`config.mk`:
```
export PLATFORM = sky130hd
export DESIGN_NAME = ansi_aware_visible_clip_unit
export DESIGN_NICKNAME = d
export VERILOG_FILES = /design/src/hdl/acvc_pkg.sv /design/src/hdl/acvc_front.sv /design/src/hdl/acvc_queue.sv /design/src/hdl/acvc_back.sv /design/src/hdl/ansi_aware_visible_clip_unit.sv
export SDC_FILE = /design/constraint.sdc
export NUM_CORES = 1
export LEC_CHECK = 0
export ABC_CLOCK_PERIOD_IN_PS = 3900
export BUFFER_PORTS_ARGS = -buffer_cell sky130_fd_sc_hd__buf_2
export CORE_ASPECT_RATIO = 0.6
export CORE_MARGIN = 10
export CORE_UTILIZATION = 60
export CTS_BUF_LIST = sky130_fd_sc_hd__clkbuf_4
export DETAILED_ROUTE_END_ITERATION = 10
export GPL_ROUTABILITY_DRIVEN = 1
export GPL_TIMING_DRIVEN = 0
export PLACE_DENSITY = 0.79
export REMOVE_ABC_BUFFERS = 1
export SYNTH_ARGS = -nofsm -noshare
export SYNTH_HDL_FRONTEND = slang
export SYNTH_SLANG_ARGS = --single-unit
```
`constraint.sdc`:
```
create_clock -name clk -period 3.9 [get_ports clk]
set_input_delay 0.585 -clock clk [delete_from_list [all_inputs] [get_ports clk]]
set_output_delay 0.585 -clock clk [all_outputs]
set_load 0.005 [all_outputs]
```
`src/hdl/acvc_pkg.sv`:
```
// shared types, constants and helpers of the visible clip unit
`default_nettype none
package acvc_pkg;

  localparam int COUNT_BITS  = 16;
  localparam int QUEUE_DEPTH = 4;
  localparam int QPTR_BITS   = $clog2(QUEUE_DEPTH);
  localparam int QCNT_BITS   = $clog2(QUEUE_DEPTH + 1);

  localparam logic [7:0] CH_ESC     = 8'h1B;
  localparam logic [7:0] CH_BEL     = 8'h07;
  localparam logic [7:0] CH_OSC     = 8'h5D;
  localparam logic [7:0] CH_CSI     = 8'h5B;
  localparam logic [7:0] CH_BSLASH  = 8'h5C;
  localparam logic [7:0] CH_ZERO    = 8'h30;
  localparam logic [7:0] CH_SGR     = 8'h6D;
  localparam logic [7:0] FINAL_LO   = 8'h40;
  localparam logic [7:0] FINAL_HI   = 8'h7E;
  localparam logic [7:0] MASK_CONT  = 8'hC0;
  localparam logic [7:0] CODE_CONT  = 8'h80;
  localparam logic [7:0] MASK_LEAD2 = 8'hE0;
  localparam logic [7:0] MASK_LEAD3 = 8'hF0;
  localparam logic [7:0] MASK_LEAD4 = 8'hF8;
  localparam logic [7:0] CODE_LEAD3 = 8'hE0;
  localparam logic [7:0] CODE_LEAD4 = 8'hF0;

  localparam logic [31:0] COUNT_MAX = 32'hFFFF_FFFF >> (32 - COUNT_BITS);

  localparam logic [2:0] APB_ADDR_LIMIT = 3'd0;

  typedef enum logic [2:0] {
    MODE_PLAIN,
    MODE_ESC,
    MODE_OSC,
    MODE_OSC_ESC,
    MODE_CSI
  } esc_mode_t;

  typedef enum logic [2:0] {
    PH_BYTE,
    PH_ESC,
    PH_BRACKET,
    PH_ZERO,
    PH_M
  } out_phase_t;

  typedef logic [COUNT_BITS-1:0] count_t;

  typedef struct packed {
    logic [7:0]  data;
    logic        emit;
    logic        last;
    logic        any;
    logic [15:0] kept;
    logic [15:0] total;
  } cmd_t;

  function automatic count_t sat_inc(input count_t v);
    if (32'(v) >= COUNT_MAX) begin
      return v;
    end
    return v + count_t'(1);
  endfunction

  function automatic logic [15:0] sat16(input count_t v);
    if (32'(v) > 32'h0000_FFFF) begin
      return 16'hFFFF;
    end
    return 16'(32'(v));
  endfunction

  function automatic logic [1:0] char_tail(input logic [7:0] lead);
    if (!lead[7]) begin
      return 2'd0;
    end
    if ((lead & MASK_LEAD2) == MASK_CONT) begin
      return 2'd1;
    end
    if ((lead & MASK_LEAD3) == CODE_LEAD3) begin
      return 2'd2;
    end
    if ((lead & MASK_LEAD4) == CODE_LEAD4) begin
      return 2'd3;
    end
    return 2'd0;
  endfunction

endpackage
`default_nettype wire

```
`src/hdl/acvc_front.sv`:
```
// front end: escape and utf-8 parser, visible counters and clip decision
`default_nettype none
module acvc_front (
  input  wire logic                 clk,
  input  wire logic                 rst,
  input  wire logic                 take,
  input  wire logic [7:0]           text_byte,
  input  wire logic                 end_of_text,
  input  wire logic [15:0]          visible_limit,
  output acvc_pkg::cmd_t            cmd
);

  acvc_pkg::esc_mode_t mode, mode_next;
  logic [1:0]          cont_left, cont_left_next;
  acvc_pkg::count_t    kept, kept_next;
  acvc_pkg::count_t    total, total_next;
  logic                stopped, stopped_next;
  logic                any, any_next;
  logic                do_plain;
  logic                keep;
  logic                emit;

  // bytes that fall back to plain text parsing
  always_comb begin
    do_plain = 1'b0;
    if (cont_left == 2'd0) begin
      unique case (mode)
        acvc_pkg::MODE_PLAIN: do_plain = 1'b1;
        acvc_pkg::MODE_ESC:
          do_plain = (text_byte != acvc_pkg::CH_OSC) && (text_byte != acvc_pkg::CH_CSI);
        default: do_plain = 1'b0;
      endcase
    end
  end

  // parser next state
  always_comb begin
    mode_next = mode;
    if (cont_left == 2'd0) begin
      if (do_plain) begin
        mode_next = (text_byte == acvc_pkg::CH_ESC) ? acvc_pkg::MODE_ESC
                                                    : acvc_pkg::MODE_PLAIN;
      end else begin
        unique case (mode)
          acvc_pkg::MODE_ESC: begin
            mode_next = (text_byte == acvc_pkg::CH_OSC) ? acvc_pkg::MODE_OSC
                                                        : acvc_pkg::MODE_CSI;
          end
          acvc_pkg::MODE_OSC: begin
            if (text_byte == acvc_pkg::CH_BEL) begin
              mode_next = acvc_pkg::MODE_PLAIN;
            end else if (text_byte == acvc_pkg::CH_ESC) begin
              mode_next = acvc_pkg::MODE_OSC_ESC;
            end
          end
          acvc_pkg::MODE_OSC_ESC: begin
            if (text_byte == acvc_pkg::CH_BSLASH || text_byte == acvc_pkg::CH_BEL) begin
              mode_next = acvc_pkg::MODE_PLAIN;
            end else if (text_byte != acvc_pkg::CH_ESC) begin
              mode_next = acvc_pkg::MODE_OSC;
            end
          end
          acvc_pkg::MODE_CSI: begin
            if (text_byte >= acvc_pkg::FINAL_LO && text_byte <= acvc_pkg::FINAL_HI) begin
              mode_next = acvc_pkg::MODE_PLAIN;
            end
          end
          default: mode_next = acvc_pkg::MODE_PLAIN;
        endcase
      end
    end
  end

  // counters, clip decision and queue word
  always_comb begin
    cont_left_next = cont_left;
    kept_next      = kept;
    total_next     = total;
    stopped_next   = stopped;
    keep           = 1'b1;
    if (cont_left != 2'd0) begin
      cont_left_next = cont_left - 2'd1;
    end else if (do_plain && text_byte != acvc_pkg::CH_ESC) begin
      if ((text_byte & acvc_pkg::MASK_CONT) == acvc_pkg::CODE_CONT) begin
        keep = 1'b0;
      end else begin
        total_next     = acvc_pkg::sat_inc(total);
        cont_left_next = acvc_pkg::char_tail(text_byte);
        if (stopped) begin
          keep = 1'b0;
        end else if (32'(kept) >= 32'(visible_limit)) begin
          stopped_next = 1'b1;
          keep         = 1'b0;
        end else begin
          kept_next = acvc_pkg::sat_inc(kept);
        end
      end
    end
    emit      = keep && !stopped_next;
    any_next  = any || emit;
    cmd.data  = text_byte;
    cmd.emit  = emit;
    cmd.last  = end_of_text;
    cmd.any   = any_next;
    cmd.kept  = acvc_pkg::sat16(kept_next);
    cmd.total = acvc_pkg::sat16(total_next);
  end

  always_ff @(posedge clk) begin
    if (rst) begin
      mode      <= acvc_pkg::MODE_PLAIN;
      cont_left <= 2'd0;
      kept      <= '0;
      total     <= '0;
      stopped   <= 1'b0;
      any       <= 1'b0;
    end else if (take) begin
      if (end_of_text) begin
        mode      <= acvc_pkg::MODE_PLAIN;
        cont_left <= 2'd0;
        kept      <= '0;
        total     <= '0;
        stopped   <= 1'b0;
        any       <= 1'b0;
      end else begin
        mode      <= mode_next;
        cont_left <= cont_left_next;
        kept      <= kept_next;
        total     <= total_next;
        stopped   <= stopped_next;
        any       <= any_next;
      end
    end
  end

endmodule
`default_nettype wire

```
`src/hdl/acvc_queue.sv`:
```
// short fifo of parsed words between front and back end
`default_nettype none
module acvc_queue (
  input  wire logic            clk,
  input  wire logic            rst,
  input  wire logic            push,
  input  wire acvc_pkg::cmd_t  push_cmd,
  input  wire logic            pop,
  output acvc_pkg::cmd_t       head,
  output logic                 empty,
  output logic                 full
);

  acvc_pkg::cmd_t                      entries [acvc_pkg::QUEUE_DEPTH];
  logic [acvc_pkg::QPTR_BITS-1:0]      wr_ptr;
  logic [acvc_pkg::QPTR_BITS-1:0]      rd_ptr;
  logic [acvc_pkg::QCNT_BITS-1:0]      count;

  assign empty = (count == '0);
  assign full  = (count == acvc_pkg::QCNT_BITS'(acvc_pkg::QUEUE_DEPTH));
  assign head  = entries[rd_ptr];

  always_ff @(posedge clk) begin
    if (push) begin
      entries[wr_ptr] <= push_cmd;
    end
  end

  always_ff @(posedge clk) begin
    if (rst) begin
      wr_ptr <= '0;
      rd_ptr <= '0;
      count  <= '0;
    end else begin
      if (push) begin
        wr_ptr <= wr_ptr + acvc_pkg::QPTR_BITS'(1);
      end
      if (pop) begin
        rd_ptr <= rd_ptr + acvc_pkg::QPTR_BITS'(1);
      end
      if (push && !pop) begin
        count <= count + acvc_pkg::QCNT_BITS'(1);
      end else if (pop && !push) begin
        count <= count - acvc_pkg::QCNT_BITS'(1);
      end
    end
  end

endmodule
`default_nettype wire

```
`src/hdl/acvc_back.sv`:
```
// back end: expands queued words into output words and the closing reset sequence
`default_nettype none
module acvc_back (
  input  wire logic            clk,
  input  wire logic            rst,
  input  wire acvc_pkg::cmd_t  head,
  input  wire logic            empty,
  output logic                 pop,
  output logic                 m_tvalid,
  input  wire logic            m_tready,
  output logic [39:0]          m_tdata,  // out_byte, kept_visible, total_visible
  output logic                 m_tuser,  // byte_present
  output logic                 m_tlast   // out_end
);

  acvc_pkg::out_phase_t phase, phase_next, sel;
  logic                 out_free;
  logic                 word_valid;
  logic                 word_done;
  logic [7:0]           word_byte;
  logic                 word_present;
  logic                 word_end;
  logic                 skip;

  assign out_free = !m_tvalid || m_tready;
  assign skip     = !empty && (phase == acvc_pkg::PH_BYTE) && !head.emit && !head.last;
  assign sel      = ((phase == acvc_pkg::PH_BYTE) && !head.emit) ? acvc_pkg::PH_ESC : phase;

  // next phase
  always_comb begin
    phase_next = phase;
    if (!empty && !skip && out_free) begin
      unique case (sel)
        acvc_pkg::PH_BYTE:    phase_next = head.last ? acvc_pkg::PH_ESC : acvc_pkg::PH_BYTE;
        acvc_pkg::PH_ESC:     phase_next = head.any ? acvc_pkg::PH_BRACKET : acvc_pkg::PH_BYTE;
        acvc_pkg::PH_BRACKET: phase_next = acvc_pkg::PH_ZERO;
        acvc_pkg::PH_ZERO:    phase_next = acvc_pkg::PH_M;
        acvc_pkg::PH_M:       phase_next = acvc_pkg::PH_BYTE;
        default:              phase_next = acvc_pkg::PH_BYTE;
      endcase
    end
  end

  // word for the current phase
  always_comb begin
    word_byte    = 8'h00;
    word_present = 1'b1;
    word_end     = 1'b0;
    word_done    = 1'b0;
    unique case (sel)
      acvc_pkg::PH_BYTE: begin
        word_byte = head.data;
        word_done = !head.last;
      end
      acvc_pkg::PH_ESC: begin
        if (head.any) begin
          word_byte = acvc_pkg::CH_ESC;
        end else begin
          word_present = 1'b0;
          word_end     = 1'b1;
          word_done    = 1'b1;
        end
      end
      acvc_pkg::PH_BRACKET: word_byte = acvc_pkg::CH_CSI;
      acvc_pkg::PH_ZERO:    word_byte = acvc_pkg::CH_ZERO;
      acvc_pkg::PH_M: begin
        word_byte = acvc_pkg::CH_SGR;
        word_end  = 1'b1;
        word_done = 1'b1;
      end
      default: word_byte = 8'h00;
    endcase
    word_valid = !empty && !skip && out_free;
    pop        = skip || (word_valid && word_done);
  end

  always_ff @(posedge clk) begin
    if (rst) begin
      phase    <= acvc_pkg::PH_BYTE;
      m_tvalid <= 1'b0;
    end else begin
      phase <= phase_next;
      if (word_valid) begin
        m_tvalid <= 1'b1;
      end else if (m_tready) begin
        m_tvalid <= 1'b0;
      end
    end
  end

  always_ff @(posedge clk) begin
    if (word_valid) begin
      m_tdata[7:0]   <= word_byte;
      m_tdata[23:8]  <= word_end ? head.kept : 16'h0000;
      m_tdata[39:24] <= word_end ? head.total : 16'h0000;
      m_tuser        <= word_present;
      m_tlast        <= word_end;
    end
  end

endmodule
`default_nettype wire

```
`src/hdl/ansi_aware_visible_clip_unit.sv`:
```
// each accepted byte is written into the queue; a kept byte then goes from its head into the output register
// throughput: one byte per cycle while the queue has room; the last byte of a text adds up to four output words
//   (the closing reset sequence); the four-word queue takes part of them, then the input stalls
// the output side moves one word per cycle while m_tready is high, limited by the single output register
// reset: synchronous, active high; clears parser, counters and queue, limit goes to 80
`default_nettype none
module ansi_aware_visible_clip_unit (
  input  wire logic        clk,
  input  wire logic        rst,
  input  wire logic        s_tvalid,
  output logic             s_tready,
  input  wire logic [7:0]  s_tdata,  // text_byte
  input  wire logic        s_tlast,  // end_of_text
  output logic             m_tvalid,
  input  wire logic        m_tready,
  output logic [39:0]      m_tdata,  // out_byte, kept_visible, total_visible
  output logic             m_tuser,  // byte_present
  output logic             m_tlast,  // out_end
  input  wire logic        psel,
  input  wire logic        penable,
  input  wire logic        pwrite,
  input  wire logic [2:0]  paddr,
  input  wire logic [31:0] pwdata,
  output logic [31:0]      prdata,
  output logic             pready
);

  logic [15:0]    visible_limit;
  logic           take;
  logic           q_empty;
  logic           q_full;
  logic           q_pop;
  acvc_pkg::cmd_t front_cmd;
  acvc_pkg::cmd_t q_head;

  assign pready   = 1'b1;
  assign s_tready = !q_full;
  assign take     = s_tvalid && s_tready;
  assign prdata   = (paddr == acvc_pkg::APB_ADDR_LIMIT) ? {16'h0000, visible_limit} : 32'h0;

  always_ff @(posedge clk) begin
    if (rst) begin
      visible_limit <= 16'd80;
    end else if (psel && penable && pwrite && pready &&
                 paddr == acvc_pkg::APB_ADDR_LIMIT) begin
      visible_limit <= pwdata[15:0];
    end
  end

  acvc_front u_front (
    .clk           (clk),
    .rst           (rst),
    .take          (take),
    .text_byte     (s_tdata),
    .end_of_text   (s_tlast),
    .visible_limit (visible_limit),
    .cmd           (front_cmd)
  );

  acvc_queue u_queue (
    .clk      (clk),
    .rst      (rst),
    .push     (take),
    .push_cmd (front_cmd),
    .pop      (q_pop),
    .head     (q_head),
    .empty    (q_empty),
    .full     (q_full)
  );

  acvc_back u_back (
    .clk      (clk),
    .rst      (rst),
    .head     (q_head),
    .empty    (q_empty),
    .pop      (q_pop),
    .m_tvalid (m_tvalid),
    .m_tready (m_tready),
    .m_tdata  (m_tdata),
    .m_tuser  (m_tuser),
    .m_tlast  (m_tlast)
  );

endmodule
`default_nettype wire
```
# After elaboration in Yosys (flattened, before gate mapping)
# Memory sizes are Yosys's and may differ from the RTL's. A register that Yosys moved wholly into a read port is not among the register bits.
# Index checks and enable logic that the tools add are counted.
[classes]
muxes = 102
reduce_logical = 43
addsub = 7
order_cmp = 5
n_eq_ne = 24
[ops]
columns = ["operator", "n"]
rows = [
  ["two-way mux 16 bit", 15],
  ["two-way mux 1 bit", 53],
  ["case mux 8 bit (5 select lines)", 1],
  ["two-way mux 3 bit", 12],
  ["adder 16 x 1 -> 16 bit (second input constant)", 2],
  ["greater-or-equal comparator 16 bit (second input constant)", 2],
  ["two-way mux 2 bit", 15],
  ["case mux 3 bit (4 select lines)", 2],
  ["logical AND 1 bit", 17],
  ["== test 8 x 7 -> 1 bit (second input constant)", 2],
  ["greater-or-equal comparator 16 bit", 1],
  ["inequality test 8 x 7 -> 1 bit (second input constant)", 2],
  ["logical NOT 3 bit", 5],
  ["== test 3 x 2 -> 1 bit (second input constant)", 4],
  ["== test 3 bit (second input constant)", 4],
  ["inequality test 5 x 2 -> 1 bit (second input constant)", 2],
  ["logical NOT 1 bit", 9],
  ["== test 8 x 3 -> 1 bit (second input constant)", 1],
  ["== test 8 x 5 -> 1 bit (second input constant)", 1],
  ["greater-or-equal comparator 8 x 7 -> 1 bit (second input constant)", 1],
  ["less-or-equal comparator 8 x 7 -> 1 bit (second input constant)", 1],
  ["inequality test 8 x 5 -> 1 bit (second input constant)", 1],
  ["nonzero test 2 bit", 4],
  ["== test 3 x 1 -> 1 bit (second input constant)", 2],
  ["other kinds (17)", 22],
]
[word_totals]
in_bits = 51
n_memories = 1
out_inout_bits = 77
reg_bits = 108
ramBits = 172
wordCells = 198
[memory_table]
columns = ["name", "depth", "word_bits", "rd", "rd_ports_with_merged_regs", "write_ports", "line", "text"]
rows = [
  ["u_queue.entries", 4, 43, 1, 1, 1, "acvc_queue.sv:14", "acvc_pkg::cmd_t entries [acvc_pkg::QUEUE_DEPTH];"],
]

# Logic depth before layout (Yosys ltp)
[depth]
ltp_word = 30
mapped_depth = 13
depth_no_buf = 11

# By module
# A second synthesis with hierarchy kept.
[unflattened]
hier_cells = 970
hier_area_um2 = 13030.0
[modules_own_cells]
columns = ["mod", "seq_area_each_um2", "cells_each", "n_inst", "area_each_um2"]
rows = [
  ["acvc_queue", 5345.1, 269, 1, 6688.9],
  ["acvc_front", 780.7, 453, 1, 3425.8],
  ["acvc_back", 1341.3, 139, 1, 1915.6],
  ["ansi_aware_visible_clip_unit", 320.3, 109, 1, 999.7],
]

# Least setup slack after synthesis
# OpenSTA, ideal clock, no wires.
[synth_path]
kind = "register -> register"
from = "reg with a tool-made name"
to = "reg u_queue.count[2] in the netlist's numbering"
arrival_time_ns = 2.656
setup_slack_ns = 1.174
path_buffers = 2
path_stages_with_launch = 14
t_required_ns = 3.830
setup_ns = 0.070
synth_period_minus_slack_ns = 2.726
path_cell_list = "dfxtp_1 buf_2 mux4_2 clkbuf_1 a21oi_1 a32oi_1 nor2_1 inv_1 ha_1 inv_1 fa_1 xor2_1 or3_1 a21oi_1"
[synth_rtl]
columns = ["element", "line", "text"]
rows = [
  ["to (signal assigned)", "acvc_queue.sv:42", "count <= count + acvc_pkg::QCNT_BITS'(1);"],
  ["to (signal assigned)", "acvc_queue.sv:44", "count <= count - acvc_pkg::QCNT_BITS'(1);"],
  ["to (decl)", "acvc_queue.sv:17", "logic [acvc_pkg::QCNT_BITS-1:0] count;"],
]

==> results.ini <==
[synthesis]
ys_seq_area_share_pct=61.8
yosysTopAreaCell=edfxtp_1
synth_area_um2=12600
ys.flop_type=edfxtp_1
synth.distinct_cells=72
async_reset_ff_share_pct=0
avgSynthCellArea_um2=12.9
synthCells=979
ys_top_cells_by_area=edfxtp_1 (51%), dfxtp_1 (11%), mux4_2 (7.7%)
yosysWarnings=0
synth-edff-count=214
synth_seq_cells=282
netlist.area_leader.share_pct=51.0

[critical_path]
required_ps=4370
cp_cell_sequence=or4_4 > a41o_2 > a211oi_2 > nand2_1 > nor2_1 > xor2_1
critPathMaxStageDelay_ps=1050
ff2ff_path_depth=6
crit_path_end=u_queue.entries[1][9]
critPathLaunch=u_front.cont_left[0]
timing.critical_path.buf_inv=0
crit_arrival_ps=3990
cpMaxStageDelayCell=a211oi_2
worstReg2RegStart=u_front.cont_left[0]
critPathLaunchType=flop
crit_cells=6
worstPathMaxFanout=20
timing_worst_setup_path_type=reg2reg
worst_r2r_endpoint=u_queue.entries[1][9]
r2r_slack_ps=380
worstSetupEndpointType=flop
cp_top_family=compound AO/OA/AOI/OAI gates

[placement]
place_hpwl_um=19300
gp_congestion=0.924
portBuffers=94
place_inst=1303

[final_layout]
area_growth_pct=12.4
drive_gt1_share_pct=24.1
mostFrequentLayoutCells=edfxtp_1 (214), clkbuf_4 (104), buf_2 (94)
finalNonFillerCells=1419
fin_nets=1169
layout_commonest_cell=edfxtp_1
nFillCells=1464
antenna_cells=0
finish.utilization_pct=69.7

[route]
wl_per_cell_um=19.8
vias=8456
ant_nets=0
drcViolationCount=0
vias_per_cell=5.96
dr.pass1.iters=5
drtIter0Drc=859
wirelength_um=28100

[grt]
grt_max_degree=49
grt_pass1_wl_um=45500
grt_pass1_vias=8415
track_usage_pct=20.3
grt-ovfl-total=0
grt_antenna_before_repair=0

[clock_tree]
cts_tree=yes
path_clk_slew_ps=80
htree_levels=2
cts_buffers=61
cts.sinks=282
cts_root_buffer=clkbuf_4
clock_latency_ps=740
clockBufferDepth=3
ctsHoldBuffers=0

[run_status]
status=completed

[worst_hold_path]
hold_path.class=in2reg

[timing]
rsz0062_at_grt=no
max_freq_ghz=0.284
fin_crit_ps=3520
skew_ps=67.6
hold_viol_final=0
finalMaxSlewViolations=0
max_slew_margin_pct=14.5
period_share_pct=90.3
setup_violations=0
tightest_slew_ps=1280

[die]
die_h_um=132
die-area_um2=27400
fp.dieW_um=207
io-pin-count=128
initial_core_util_pct=62.0
rows=40
core_area_um2=20300

[power_and_ir_drop]
clkPwrFrac_pct=28.4
switchingPower_mw=2.33
switching_share_pct=28.7
seqPwrFrac_pct=49.3
internal_power_mw=5.78
ir_drop_v=0.000311
p_leak_nw=5.01
powerDensity_nw_per_um2=572
p_comb_share_pct=22.3

[job]
cap_violations=0

## routing by layer
metal	track usage (%)	wire length [um]
met3	6.15	3100
met2	28.1	11800
met4	5.69	398
met5	0	0
met1	30.0	12800
## tightest hold or removal path, cell delays in order
cell      delay [ps]
buf_2             70
nand2_1           40
o211ai_1          70
## cell families after synthesis
| family | share of synthesized area, % |
|---|---|
| flip-flops | 61.8 |
| other | 0.0596 |
| AND/OR/NAND/NOR | 13.5 |
| adder cells (fa/ha/maj) | 2.44 |
| multiplexers | 8.45 |
| buffers and inverters | 3.75 |
| AO/OA/AOI/OAI | 8.04 |
| XOR/XNOR | 1.95 |
## worst min path at each step
stage	from	slack, ps	depth (start not counted)	end
6_report	pwdata[4]	100	3	visible_limit[4]
5_1_grt	pwdata[3]	80	3	visible_limit[3]
4_1_cts	pwdata[4]	60	3	visible_limit[4]
3_5_place_dp	visible_limit[14]	470	2	visible_limit[14]
3_3_place_gp	u_front.any	430	2	u_front.any
2_1_floorplan	u_front.any	420	2	u_front.any
## state kept, by name, summed over array words and instances, names as in the netlist, named ones only
signal	cells
u_queue.entries	172
u_back.m_tdata	40
u_front.kept	16
u_front.total	16
visible_limit	16
u_back.phase	3
u_front.mode	3
u_queue.count	3
u_front.cont_left	2
u_queue.rd_ptr	2
u_queue.wr_ptr	2
u_back.m_tlast	1
u_back.m_tuser	1
u_back.m_tvalid	1
u_front.any	1
u_front.stopped	1
## Yosys cell counts (10+ instances only)
cell type	n
a21oi_1	53
a31oi_1	18
and2_1	19
and3_1	11
buf_4	17
clkbuf_1	37
dfxtp_1	68
edfxtp_1	214
ha_1	23
inv_1	39
mux4_2	43
nand2_1	86
nand3_1	23
nand4_1	22
nor2_1	50
nor2b_1	37
nor3_1	22
o21ai_0	34
or3_1	13
or4_1	10
xnor2_1	14
xor2_1	14
## cell type report
class / count / area (um^2) / share of cell area [%]
clock buffers: 103 / 773 / 5.46
clock inverters: 12 / 53.8 / 0.380
inverters: 39 / 146 / 1.03
multi-input cells: 607 / 4420 / 31.2
flip-flops and latches: 282 / 7790 / 55.0
well taps: 273 / 342 / 2.41
repair buffers: 103 / 641 / 4.52
## per-stage QoR
| step | hold WS [ps] | setup TNS, ps | worst slack, ps | power [mW] | cell area (um^2) |
|---|---|---|---|---|---|
| after global placement | 427 | -170950 | -3140 | 5.78 | 13100 |
| after global routing | 77.8 | 0 | 154 | 8.57 | 14200 |
| after floorplan | 416 | -40370 | -809 | 5.13 | 12300 |
| after detailed placement | 473 | 0 | 308 | 5.89 | 13300 |
| after CTS | 64.1 | 0 | 330 | 8.18 | 14200 |
| final | 98.2 | 0 | 378 | 8.11 | 14200 |
## power by group through the flow
stage | Clock, mW | Sequential, mW | Combinational [mW]
3_5_place_dp | 0 | 4.06 | 1.82
2_1_floorplan | 0 | 4.12 | 1.00
4_1_cts | 2.35 | 4.00 | 1.83
6_report | 2.30 | 3.99 | 1.81
3_3_place_gp | 0 | 4.15 | 1.63
5_1_grt | 2.52 | 4.05 | 2.00
## timing repair
action,4_1_cts,5_1_grt
gates resized for setup,0,1
setup buffers,0,0
setup endpoints to repair,0,20
Note: power is estimated with default switching activity, not from simulation.
